### src/rtl/core/tsst_pkg.sv
// tsst_pkg: types and constants shared by the tcp session set tracker
// holds header, result and table entry layouts; no dependencies
package tsst_pkg;

    localparam logic [15:0] IPV4_FRAME = 16'h0800;
    localparam logic [7:0]  PROTO_TCP  = 8'h06;

    localparam logic [7:0] TH_FIN  = 8'h01;
    localparam logic [7:0] TH_SYN  = 8'h02;
    localparam logic [7:0] TH_RST  = 8'h04;
    localparam logic [7:0] TH_PUSH = 8'h08;
    localparam logic [7:0] TH_ACK  = 8'h10;
    localparam logic [7:0] TH_URG  = 8'h20;

    localparam int KEY_W = 34;

    typedef enum logic [2:0] {
        ACT_NON_IP   = 3'd0,
        ACT_NON_TCP  = 3'd1,
        ACT_INSERTED = 3'd2,
        ACT_PRESENT  = 3'd3,
        ACT_REMOVED  = 3'd4,
        ACT_ABSENT   = 3'd5,
        ACT_NOOP     = 3'd6,
        ACT_FULL     = 3'd7
    } t_action;

    typedef enum logic [2:0] {
        S_CLEAR,
        S_IDLE,
        S_SCAN,
        S_LAST,
        S_COMMIT,
        S_PUSH
    } t_state;

    typedef struct packed {
        logic [7:0]  tcp_flags;
        logic [15:0] dst_port;
        logic [15:0] src_port;
        logic [31:0] dst_addr;
        logic [31:0] src_addr;
        logic [7:0]  ip_protocol;
        logic [15:0] frame_kind;
    } t_hdr;

    typedef struct packed {
        logic [31:0] packet_total;
        logic [6:0]  session_count;
        t_action     action_code;
    } t_result;

    typedef struct packed {
        logic             valid;
        logic [KEY_W-1:0] key;
    } t_entry;

endpackage

### src/rtl/core/tcp_session_set_tracker_core.sv
// tcp session set tracker: one result per packet header transaction, one packet in flight
// non-ip, non-tcp and no-op packets skip the table; insert/remove packets first scan the
// whole table, one entry per cycle, then commit the set update before the result goes out
// reset: synchronous, active low; a clearing pass over all TABLE_ENTRIES entries follows
// with s_axis tready low; depends on tsst_pkg, tsst_ctrl, tsst_key_mem
module tcp_session_set_tracker_core #(
    parameter int TABLE_ENTRIES = 64
) (
    input  logic         i_clk,
    input  logic         i_rst_n,
    input  logic         i_s_axis_tvalid,
    output logic         o_s_axis_tready,
    // frame_kind[15:0] ip_protocol[23:16] src_addr[55:24] dst_addr[87:56]
    // src_port[103:88] dst_port[119:104] tcp_flags[127:120]
    input  logic [127:0] i_s_axis_tdata,
    output logic         o_m_axis_tvalid,
    input  logic         i_m_axis_tready,
    // action_code[2:0] session_count[9:3] packet_total[41:10], zeros above
    output logic [47:0]  o_m_axis_tdata
);

    localparam int AW = $clog2(TABLE_ENTRIES);
    localparam int CW = $clog2(TABLE_ENTRIES + 1);

    tsst_pkg::t_hdr    hdr;
    tsst_pkg::t_result res;
    logic              res_valid;
    logic              res_ready;
    logic              rd_en;
    logic [AW-1:0]     rd_addr;
    logic              wr_en;
    logic [AW-1:0]     wr_addr;
    tsst_pkg::t_entry  wr_data;
    tsst_pkg::t_entry  rd_data;

    logic              r_out_valid;
    tsst_pkg::t_result r_out;

    assign hdr = tsst_pkg::t_hdr'(i_s_axis_tdata);

    tsst_ctrl #(
        .DEPTH (TABLE_ENTRIES),
        .AW    (AW),
        .CW    (CW)
    ) u_ctrl (
        .i_clk       (i_clk),
        .i_rst_n     (i_rst_n),
        .i_in_valid  (i_s_axis_tvalid),
        .o_in_ready  (o_s_axis_tready),
        .i_hdr       (hdr),
        .o_res_valid (res_valid),
        .i_res_ready (res_ready),
        .o_res       (res),
        .o_rd_en     (rd_en),
        .o_rd_addr   (rd_addr),
        .o_wr_en     (wr_en),
        .o_wr_addr   (wr_addr),
        .o_wr_data   (wr_data),
        .i_rd_data   (rd_data)
    );

    tsst_key_mem #(
        .DEPTH (TABLE_ENTRIES),
        .AW    (AW)
    ) u_key_mem (
        .i_clk     (i_clk),
        .i_rd_en   (rd_en),
        .i_rd_addr (rd_addr),
        .i_wr_en   (wr_en),
        .i_wr_addr (wr_addr),
        .i_wr_data (wr_data),
        .o_rd_data (rd_data)
    );

    // output register frees the core while a result waits downstream
    assign res_ready = !r_out_valid || i_m_axis_tready;

    always_ff @(posedge i_clk) begin
        if (!i_rst_n) begin
            r_out_valid <= 1'b0;
        end else if (res_ready) begin
            r_out_valid <= res_valid;
        end
    end

    always_ff @(posedge i_clk) begin
        if (res_ready && res_valid) begin
            r_out <= res;
        end
    end

    assign o_m_axis_tvalid = r_out_valid;
    assign o_m_axis_tdata  = {6'd0, r_out};

endmodule

### src/rtl/core/tsst_key_mem.sv
// tsst_key_mem: single-port-write, registered-read key table memory
// entries are tsst_pkg::t_entry (valid bit plus session key)
module tsst_key_mem #(
    parameter int DEPTH = 64,
    parameter int AW    = 6
) (
    input  logic              i_clk,
    input  logic              i_rd_en,
    input  logic [AW-1:0]     i_rd_addr,
    input  logic              i_wr_en,
    input  logic [AW-1:0]     i_wr_addr,
    input  tsst_pkg::t_entry  i_wr_data,
    output tsst_pkg::t_entry  o_rd_data
);

    tsst_pkg::t_entry r_mem [DEPTH];
    tsst_pkg::t_entry r_rd_data;

    always_ff @(posedge i_clk) begin
        if (i_wr_en) begin
            r_mem[i_wr_addr] <= i_wr_data;
        end
    end

    always_ff @(posedge i_clk) begin
        if (i_rd_en) begin
            r_rd_data <= r_mem[i_rd_addr];
        end
    end

    assign o_rd_data = r_rd_data;

endmodule

### src/rtl/core/tsst_ctrl.sv
// tsst_ctrl: packet classification, table scan sequencer and set update
// uses tsst_pkg types; drives the ports of tsst_key_mem
module tsst_ctrl #(
    parameter int DEPTH = 64,
    parameter int AW    = 6,
    parameter int CW    = 7
) (
    input  logic              i_clk,
    input  logic              i_rst_n,
    input  logic              i_in_valid,
    output logic              o_in_ready,
    input  tsst_pkg::t_hdr    i_hdr,
    output logic              o_res_valid,
    input  logic              i_res_ready,
    output tsst_pkg::t_result o_res,
    output logic              o_rd_en,
    output logic [AW-1:0]     o_rd_addr,
    output logic              o_wr_en,
    output logic [AW-1:0]     o_wr_addr,
    output tsst_pkg::t_entry  o_wr_data,
    input  tsst_pkg::t_entry  i_rd_data
);

    localparam logic [AW-1:0] LAST_IDX = AW'(DEPTH - 1);

    tsst_pkg::t_state r_state, n_state;
    logic [AW-1:0]    r_idx, n_idx;
    logic             r_chk_v, n_chk_v;
    logic [AW-1:0]    r_chk_idx, n_chk_idx;
    logic [tsst_pkg::KEY_W-1:0] r_key, n_key;
    logic             r_is_ins, n_is_ins;
    logic             r_hit, n_hit;
    logic [AW-1:0]    r_hit_idx, n_hit_idx;
    logic             r_free, n_free;
    logic [AW-1:0]    r_free_idx, n_free_idx;
    logic [CW-1:0]    r_live, n_live;
    logic [31:0]      r_pkts, n_pkts;
    tsst_pkg::t_result r_res, n_res;

    logic [7:0]       flags;
    logic             want_ins;
    logic             want_rem;

    assign flags    = i_hdr.tcp_flags;
    assign want_ins = ((flags & (tsst_pkg::TH_SYN | tsst_pkg::TH_ACK))
                          == (tsst_pkg::TH_SYN | tsst_pkg::TH_ACK))
                   || ((flags & (tsst_pkg::TH_PUSH | tsst_pkg::TH_ACK))
                          == (tsst_pkg::TH_PUSH | tsst_pkg::TH_ACK))
                   || ((flags & (tsst_pkg::TH_URG | tsst_pkg::TH_ACK))
                          == (tsst_pkg::TH_URG | tsst_pkg::TH_ACK));
    assign want_rem = (flags & (tsst_pkg::TH_FIN | tsst_pkg::TH_RST)) != 8'h00;

    always_ff @(posedge i_clk) begin
        if (!i_rst_n) begin
            r_state <= tsst_pkg::S_CLEAR;
            r_idx   <= '0;
            r_chk_v <= 1'b0;
            r_live  <= '0;
            r_pkts  <= '0;
        end else begin
            r_state <= n_state;
            r_idx   <= n_idx;
            r_chk_v <= n_chk_v;
            r_live  <= n_live;
            r_pkts  <= n_pkts;
        end
    end

    always_ff @(posedge i_clk) begin
        r_chk_idx  <= n_chk_idx;
        r_key      <= n_key;
        r_is_ins   <= n_is_ins;
        r_hit      <= n_hit;
        r_hit_idx  <= n_hit_idx;
        r_free     <= n_free;
        r_free_idx <= n_free_idx;
        r_res      <= n_res;
    end

    always_comb begin
        n_state    = r_state;
        n_idx      = r_idx;
        n_chk_v    = (r_state == tsst_pkg::S_SCAN);
        n_chk_idx  = r_idx;
        n_key      = r_key;
        n_is_ins   = r_is_ins;
        n_hit      = r_hit;
        n_hit_idx  = r_hit_idx;
        n_free     = r_free;
        n_free_idx = r_free_idx;
        n_live     = r_live;
        n_pkts     = r_pkts;
        n_res      = r_res;
        o_in_ready  = 1'b0;
        o_res_valid = 1'b0;
        o_rd_en     = 1'b0;
        o_rd_addr   = r_idx;
        o_wr_en     = 1'b0;
        o_wr_addr   = r_idx;
        o_wr_data   = '0;

        // check the entry read in the previous cycle
        if (r_chk_v) begin
            if (i_rd_data.valid && (i_rd_data.key == r_key) && !r_hit) begin
                n_hit     = 1'b1;
                n_hit_idx = r_chk_idx;
            end
            // lowest free entry wins
            if (!i_rd_data.valid && !r_free) begin
                n_free     = 1'b1;
                n_free_idx = r_chk_idx;
            end
        end

        unique case (r_state)
            tsst_pkg::S_CLEAR: begin
                o_wr_en = 1'b1;
                if (r_idx == LAST_IDX) begin
                    n_idx   = '0;
                    n_state = tsst_pkg::S_IDLE;
                end else begin
                    n_idx = r_idx + AW'(1);
                end
            end
            tsst_pkg::S_IDLE: begin
                o_in_ready = 1'b1;
                if (i_in_valid) begin
                    if (r_pkts != 32'hFFFF_FFFF) begin
                        n_pkts = r_pkts + 32'd1;
                    end
                    n_hit  = 1'b0;
                    n_free = 1'b0;
                    n_idx  = '0;
                    n_key  = tsst_pkg::KEY_W'({2'b00, i_hdr.src_addr})
                           + tsst_pkg::KEY_W'({2'b00, i_hdr.dst_addr})
                           + tsst_pkg::KEY_W'({18'd0, i_hdr.src_port})
                           + tsst_pkg::KEY_W'({18'd0, i_hdr.dst_port});
                    n_is_ins = want_ins;
                    n_res.session_count = 7'(r_live);
                    n_res.packet_total  = n_pkts;
                    n_res.action_code   = tsst_pkg::ACT_NOOP;
                    n_state             = tsst_pkg::S_PUSH;
                    if (i_hdr.frame_kind != tsst_pkg::IPV4_FRAME) begin
                        n_res.action_code = tsst_pkg::ACT_NON_IP;
                    end else if (i_hdr.ip_protocol != tsst_pkg::PROTO_TCP) begin
                        n_res.action_code = tsst_pkg::ACT_NON_TCP;
                    end else if (want_ins || want_rem) begin
                        n_state = tsst_pkg::S_SCAN;
                    end
                end
            end
            tsst_pkg::S_SCAN: begin
                o_rd_en = 1'b1;
                if (r_idx == LAST_IDX) begin
                    n_state = tsst_pkg::S_LAST;
                end else begin
                    n_idx = r_idx + AW'(1);
                end
            end
            tsst_pkg::S_LAST: begin
                n_state = tsst_pkg::S_COMMIT;
            end
            tsst_pkg::S_COMMIT: begin
                n_state = tsst_pkg::S_PUSH;
                if (r_is_ins) begin
                    if (r_hit) begin
                        n_res.action_code = tsst_pkg::ACT_PRESENT;
                    end else if (r_free) begin
                        o_wr_en         = 1'b1;
                        o_wr_addr       = r_free_idx;
                        o_wr_data.valid = 1'b1;
                        o_wr_data.key   = r_key;
                        n_live          = r_live + CW'(1);
                        n_res.action_code = tsst_pkg::ACT_INSERTED;
                    end else begin
                        n_res.action_code = tsst_pkg::ACT_FULL;
                    end
                end else begin
                    if (r_hit) begin
                        o_wr_en         = 1'b1;
                        o_wr_addr       = r_hit_idx;
                        o_wr_data.valid = 1'b0;
                        o_wr_data.key   = r_key;
                        if (r_live != '0) begin
                            n_live = r_live - CW'(1);
                        end
                        n_res.action_code = tsst_pkg::ACT_REMOVED;
                    end else begin
                        n_res.action_code = tsst_pkg::ACT_ABSENT;
                    end
                end
                n_res.session_count = 7'(n_live);
            end
            tsst_pkg::S_PUSH: begin
                o_res_valid = 1'b1;
                if (i_res_ready) begin
                    n_state = tsst_pkg::S_IDLE;
                end
            end
            default: begin
                n_state = tsst_pkg::S_IDLE;
            end
        endcase
    end

    assign o_res = r_res;

endmodule

### config.mk
export PLATFORM = sky130hd
export DESIGN_NAME = tcp_session_set_tracker_core
export DESIGN_NICKNAME = d
export VERILOG_FILES = /design/src/rtl/core/tsst_pkg.sv /design/src/rtl/core/tcp_session_set_tracker_core.sv /design/src/rtl/core/tsst_key_mem.sv /design/src/rtl/core/tsst_ctrl.sv
export SDC_FILE = /design/constraint.sdc
export NUM_CORES = 2
export LEC_CHECK = 0
export BUFFER_PORTS_ARGS = -buffer_cell sky130_fd_sc_hd__buf_2
export CAP_MARGIN = 15
export CORE_MARGIN = 8
export CORE_UTILIZATION = 45
export CTS_BUF_LIST = sky130_fd_sc_hd__clkbuf_8
export DETAILED_ROUTE_END_ITERATION = 12
export PLACE_DENSITY_LB_ADDON = 0.1
export SLEW_MARGIN = 20
export SYNTH_ARGS = -nofsm -noshare
export SYNTH_HDL_FRONTEND = slang
export SYNTH_SLANG_ARGS = --single-unit
### constraint.sdc
create_clock -name i_clk -period 13.4 [get_ports i_clk]
set_input_delay 1.34 -clock i_clk [delete_from_list [all_inputs] [get_ports i_clk]]
set_output_delay 1.34 -clock i_clk [all_outputs]
set_load 0.05 [all_outputs]
# Word level (Yosys, flattened, before mapping)

Memory sizes are Yosys's and may differ from the RTL's. A register that Yosys moved wholly into a read port is not among the register bits.
Index checks and enable logic that the tools add are counted.

Add/sub/neg operators: 7
Multipliers: 0
Divide/modulo/power cells: 0
$lt $le $gt $ge: 0
Equality and inequality tests: 18
Shift operators: 0
Multiplexer cells: 54
Bitwise operators: 0
Reduce and logical (&&, ||, !) cells: 23

Operators by type and width:

| kind                                              | number |
|---|---|
| 2-to-1 mux 35 bit                                 | 4 |
| adder 34 x 16 -> 34 bit                           | 2 |
| 2-to-1 mux 6 bit                                  | 8 |
| 2-to-1 mux 3 bit                                  | 12 |
| 2-to-1 mux 7 bit                                  | 5 |
| equality test 34 bit                              | 1 |
| 2-to-1 mux 34 bit                                 | 1 |
| adder 32 x 32 -> 33 bit                           | 1 |
| adder 32 x 1 -> 32 bit (second input constant)    | 1 |
| 2-to-1 mux 32 bit                                 | 1 |
| != test 32 bit (second input constant)            | 1 |
| case mux 10 bit (2 select lines)                  | 1 |
| 2-to-1 mux 1 bit                                  | 18 |
| case mux 3 bit (6 select lines)                   | 1 |
| case mux 6 bit (3 select lines)                   | 1 |
| != test 16 x 12 -> 1 bit (second input constant)  | 1 |
| 2-to-1 mux 10 bit                                 | 1 |
| != test 2 bit (second input constant)             | 4 |
| != test 8 x 3 -> 1 bit (second input constant)    | 1 |
| AND reduction 2 bit                               | 4 |
| nonzero test 8 bit                                | 1 |
| adder 7 x 1 -> 7 bit (second input constant)      | 1 |
| nonzero test 7 bit                                | 1 |
| subtractor 7 x 1 -> 7 bit (second input constant) | 1 |
| other kinds (16)                                  | 29 |

Register bits after elaboration: 189
Bits in latches: 0
Bits in writable memories: 2,240
ROM bits: 0
Bits of input ports: 132
Output and inout bits: 50
Logic and storage cells: 122
Memories: 1

Memory list:

| memory          | words | bits a word | read ports | clocked after memory_dff | wr ports | line               | text |
|---|---|---|---|---|---|---|---|
| u_key_mem.r_mem | 64    | 35          | 1          | 1                        | 1        | tsst_key_mem.sv:16 | `tsst_pkg::t_entry r_mem [DEPTH];` |

# Depth between registers and ports, before layout

Depth in word-level cells: 9
Gate-level depth with buffers: 20
Mapped depth without buffers: 20

# Modules after synthesis

Synthesis repeated with hierarchy kept, for this count alone.

Cells, all modules: 4,926
Area, all modules: 97,923.9 um^2

Modules (own cells, without submodules):

| module                       | times used | cells an instance | area an instance (um^2) | sequential area each (um^2) |
|---|---|---|---|---|
| tsst_key_mem                 | 1          | 3,835             | 86,518.0                | 68,315.5 |
| tsst_ctrl                    | 1          | 1,037             | 10,038.4                | 3,813.7 |
| tcp_session_set_tracker_core | 1          | 54                | 1,367.6                 | 1,281.2 |

# Least setup slack after synthesis

Ideal clock, no wire load.

Kind: input-to-reg
Start: in i_s_axis_tdata[24]
End: reg u_ctrl.r_key[27] in the netlist's numbering, data pin
Setup time: 0.271 ns
Arrival time: 4.842 ns
Data required time: 13.129 ns
Slack: 8.286 ns
Stages: 19
Path buffers: 0
Cell sequence: ha_1 > inv_1 > fa_1 > nand2b_1 > nand2b_1 > a21oi_1 > xor2_1 > fa_1 > inv_1 > ha_1 > o21a_1 > o31a_1 > o21a_1 > o211ai_1 > a31oi_1 > a311o_1 > nand4b_4 > nor4_1 > xor2_1

Word-level cells in the longest chain between the ends: 3

Ends and longest elaborated chain:

| element                 | line                               | text |
|---|---|---|
| start: declaration      | tcp_session_set_tracker_core.sv:15 | `input logic [127:0] i_s_axis_tdata,` |
| adder 32 x 32 -> 33 bit | tsst_ctrl.sv:135                   | `+ tsst_pkg::KEY_W'({2'b00, i_hdr.dst_addr})` |
| adder 34 x 16 -> 34 bit | tsst_ctrl.sv:136                   | `+ tsst_pkg::KEY_W'({18'd0, i_hdr.src_port})` |
| adder 34 x 16 -> 34 bit | tsst_ctrl.sv:137                   | `+ tsst_pkg::KEY_W'({18'd0, i_hdr.dst_port});` |
| end signal: assignment  | tsst_ctrl.sv:71                    | `r_key <= n_key;` |
| end: declaration        | tsst_ctrl.sv:30                    | `logic [tsst_pkg::KEY_W-1:0] r_key, n_key;` |

Every way passes these cells.
A chain may end at the register's enable or synchronous reset.

# Worst setup path after layout

Start: reg u_ctrl.r_state[2]
End: mem u_key_mem.r_mem[44][23] in the netlist's numbering (enable)

Word-level cells in the longest chain between the ends: 4
Elaborated cells between the ends (all ways): 6
Classes of those cells: 1 x eq/ne; 4 x mux; 1 x reduce/logical

Ends and longest elaborated chain:

| element                                                       | line               | text |
|---|---|---|
| start: declaration                                            | tsst_ctrl.sv:26    | `tsst_pkg::t_state r_state, n_state;` |
| start signal: assignment                                      | tsst_ctrl.sv:55    | `r_state <= tsst_pkg::S_CLEAR;` |
| start signal: assignment                                      | tsst_ctrl.sv:61    | `r_state <= n_state;` |
| equality test 3 bit / zero test 3 bit (equally long branches) | tsst_ctrl.sv:115   | `unique case (r_state)` |
| case mux 1 bit (2 select lines)                               | tsst_ctrl.sv:115   |  |
| 2-to-1 mux 1 bit                                              | tsst_key_mem.sv:20 | `if (i_wr_en) begin` |
| 2-to-1 mux 1 bit (not written as such)                        | tsst_key_mem.sv:21 | `r_mem[i_wr_addr] <= i_wr_data;` |
| end: declaration                                              | tsst_key_mem.sv:16 |  |

Several ways; a longest one is shown, not always the timed one.

==> results by stage <==
Outcome:
- The run finished with clean final reports.

STA:
- The clock arrives with approximately 0.07 ns of skew.
- The highest achievable clock rate is 0.1859 GHz.
- Setup repair after global routing left no endpoint under its margin.
- The total negative slack is 0 ns.
- The worst pin sits at a relative slew slack of 0.2744.
- The worst path meets setup with 8.022 ns of slack.
- The ratio of final minimum period to clock period is 0.4013.
- The tightest hold path in the finished design has a slack of 0.4154 ns.
- The post-layout minimum cycle time is 5.378 ns.
- The final-report hold violation count is 0.
- Setup violations remaining at the end of the flow were counted as 0.
- The final max-slew violation count came to 0.
- The slew at the pin closest to its max-slew limit is 1.084 ns.

Pwr:
- The static leakage is 37.08 nW.
- IR analysis of the VDD net gives a maximum drop of 0.09985 mV.
- The power density relative to cell area is 139.7 mW/mm2.
- Total power for the finished layout comes to 15.33 mW.

Worst setup path:
- At the worst endpoint, the required time is between 10 and 15 ns.
- The start of the worst register-to-register path is u_ctrl.r_state[2]$_SDFFE_PN0P_.
- The worst setup path is captured at a flip-flop.
- The highest net fanout along the worst path is 22.
- The endpoint arrival time on the critical path is a little over 6 ns.
- The critical path starts at u_ctrl.r_state[2]$_SDFFE_PN0P_.
- The element type at the critical path start is a flip-flop.
- The worst setup path category is reg2reg.

Placement:
- The instance count after placement with tap cells included is 7303.
- Routability-driven placement finished with a final weighted congestion of 0.8474.
- Once placement finished, the instance area stood at 0.1024 mm2.
- The post-place setup slack is roughly 7.6 ns.
- The count of port buffers added during placement is between 150 and 200.
- The final HPWL from detailed placement is about 130000 um.

Floorplanning:
- The die area is ~0.23 mm2.
- ~180 I/O pins were placed.
- In this run the core area contains 170 standard-cell rows.
- In this run the standard cell core region covers 0.2148 mm2.
- The initial utilization of the core area, before any placement, comes to 0.4534.
- The die is just under 500 um tall.
- The width of the die is 481.3 um.

Yosys:
- Counting distinct cell types in the post-synthesis netlist gives between 80 and 90.
- The count of flip-flops with a built-in enable after synthesis is 2406.
- Among all flip-flop cells after synthesis, the most frequent one is sky130_fd_sc_hd__edfxtp_1.
- Yosys printed 0 warnings.
- The mean instance size in the synthesized netlist is 22.17 um2.
- The post-synthesis register bit count is between 2000 and 2500.
- The share of the Yosys chip area taken by registers is 0.7536.
- In this run the cell area of the synthesized design comes to about 0.097 mm2.
- In the synthesized netlist, the number of instances is 4394.
- In the synthesized netlist the async set-or-reset flop fraction comes to 0.

Clocking:
- The buffer depth of the longest clock path is 4.
- The deepest level of the CTS H-tree is 5.
- The count of hold buffers inserted by post-cts repair is 0.
- The cell sitting at the root of the clock tree is a sky130_fd_sc_hd__clkbuf_8.
- After clock tree synthesis, the repair step resized 0 gates.
- The tree built by TritonCTS fans out to 2464 sinks.
- After clock tree synthesis, the clock-pin slew on the worst setup and hold paths is 0.06 ns.
- The post-CTS setup-driven buffer insertion count is 0.
- The clock reaches the later pin of the worst-skew pair after 1.09 ns.
- TritonCTS built the clock tree.
- The number of buffers added by the clock tree synthesis step is 415.

Cells and area:
- The library cells used most frequently in the layout, excluding fill and tap cells, are 2406 x sky130_fd_sc_hd__edfxtp_1, 735 x sky130_fd_sc_hd__mux4_2, 425 x sky130_fd_sc_hd__clkbuf_8.
- Excluding fillers, the count of instances in the completed layout stands at approximately 8000.
- The area growth from synthesis to layout is 12.70%.
- In the final layout, the share of cells above drive strength 1 is 0.3198.
- The number of inserted filler cells in the final layout is 17130.
- Summing all multi-input logic gate instances after layout gives 0.02357 mm2.
- The footprint of the flip-flops and latches is 0.07343 mm2.
- Measured on the finished design, the core utilization comes to 0.5110.
- In the final design database the tool counted ~5100 nets.
- The most common cell after layout, fill and taps aside is sky130_fd_sc_hd__edfxtp_1.
- The final standard cell area without fillers is 0.1098 mm2.

Global routing:
- The pin count of the biggest net entering global routing is 145.
- The first global-routing pass estimated about 350000 um of wire.
- The initial antenna violation count is 12.
- For this run the aggregate overflow at the end of global routing stands at 0.
- The number of global-route vias before repair came to 48399.
- The overall routing resource usage is 0.2064.

Worst hold path:
- The hold path startpoint is u_ctrl.o_res[3]$_DFFE_PP_.
- The tightest min-delay check is of the reg2reg type.

Route:
- For this run, design rule violations remaining after detail routing come to 0.
- The number of nets with antenna violations after detailed routing is 0.
- The iteration-0 DRC count of the detailed router is 4170.
- The routed design has ~240000 um of wire.
- The per-cell via count in the routed design is 5.768.
- The total number of vias is 46428.
- The pre-antenna-repair detailed-routing pass consisted of 5 iterations.
- Dividing the detail-routed wire length by the instance count gives 29.86 um.

Flow run:
- The max-capacitance violation count is 0.
## per-layer routing
| layer | GRT usage | up-vias | routed length (um) |
|---|---|---|---|
| met5 | 0 | - | 0 |
| met4 | 0.04433 | 0 | 3627 |
| met3 | 0.03832 | 291 | 15460 |
| met2 | 0.3260 | 1566 | 113400 |
| met1 | 0.3033 | 25073 | 107900 |
| li1 | - | 19498 | - |
## path summary, 6_finish.rpt
path              cells after the start  slack [ns]                           endpoint
setup / recovery                      8        8.02  u_key_mem.r_mem[44][23]$_DFFE_PP_
hold / removal                        0        0.42        o_m_axis_tdata[3]$_DFFE_PP_
setup reg to reg                      8        8.02  u_key_mem.r_mem[44][23]$_DFFE_PP_
hold reg to reg                       0        0.42        o_m_axis_tdata[3]$_DFFE_PP_
## cell families (layout without fill, tap and decap cells)
family,after synthesis,count (layout),share of synthesized area
AO/OA/AOI/OAI,217,217,0.01517
XOR/XNOR,139,139,0.01288
adder cells (fa/ha/maj),71,71,0.01051
buffers and inverters,262,1070,0.01061
flip-flops,2464,2464,0.7536
multiplexers,739,739,0.1704
other,1,10,0.00003850
AND/OR/NAND/NOR,501,501,0.02681
## cell usage after synthesis, drive strengths merged, types with 3 or more instances
library cell     n  share of area
a31o             5        0.00045
nand3           38         0.0020
fa              18         0.0037
and4             6        0.00059
nor4            14         0.0012
edfxtp        2406           0.74
a211oi           3        0.00023
a211o            3        0.00027
and2            73         0.0047
a31oi            5        0.00032
o31ai            6        0.00046
nor3            15        0.00077
nand2b          10        0.00064
or3             12        0.00077
clkbuf         127         0.0049
dfxtp           58          0.012
xor2            44         0.0041
o211ai           8        0.00067
o2111ai          3        0.00027
o21ai           44         0.0023
and3            21         0.0014
buf             76         0.0034
a21o            20         0.0015
nand2          110         0.0045
inv             59         0.0023
a221oi           8        0.00085
ha              53         0.0068
a21boi          15         0.0012
o21bai           3        0.00027
or2              6        0.00039
nor2           144         0.0056
nand4b           3        0.00049
nor4b            3        0.00033
mux4           735           0.17
a21oi           63         0.0034
o21a             9        0.00069
xnor2           95         0.0088
a221o            6        0.00062
nor2b           11        0.00071
nand4           27         0.0019
o31a             3        0.00027
## critical path: stages (launching register included)
cell and delay [ns]:
sky130_fd_sc_hd__dfxtp_1 0.53, sky130_fd_sc_hd__nand2_1 0.51, sky130_fd_sc_hd__nor2_1 1.00, sky130_fd_sc_hd__nor2_1 0.35, sky130_fd_sc_hd__and2_1 0.32, sky130_fd_sc_hd__a221oi_1 0.40
sky130_fd_sc_hd__nand3_1 0.68, sky130_fd_sc_hd__nor2_4 0.70, sky130_fd_sc_hd__buf_4 0.49
## cell type report
cell class | count | area share
Sequential cell | 2464 | 0.6689
Multi-Input combinational cell | 1673 | 0.2147
Clock inverter | 317 | 0.01356
Clock buffer | 425 | 0.05328
Tap cell | 2838 | 0.03234
Timing Repair Buffer | 269 | 0.01513
Inverter | 59 | 0.002029
Antenna cell | 4 | 0.00009117
## flip-flops by register name, summed over array words and instances, names as in the netlist, 3 cells and up
register and count:
u_ctrl.r_state 3, u_ctrl.r_live 7, u_key_mem.o_rd_data 35, o_m_axis_tdata 42, u_ctrl.r_key 34, u_key_mem.r_mem 2240, u_ctrl.r_free_idx 6, u_ctrl.r_pkts 32
u_ctrl.r_hit_idx 6, u_ctrl.r_chk_idx 6, u_ctrl.o_rd_addr 6, u_ctrl.o_res 42
## power by group
part | internal [mW] | switching (mW)
logic | 0.387 | 0.533
clock network | 3.07 | 2.93
registers | 8.40 | 0.0220
No activity file was read; power rests on OpenSTA's default activity.
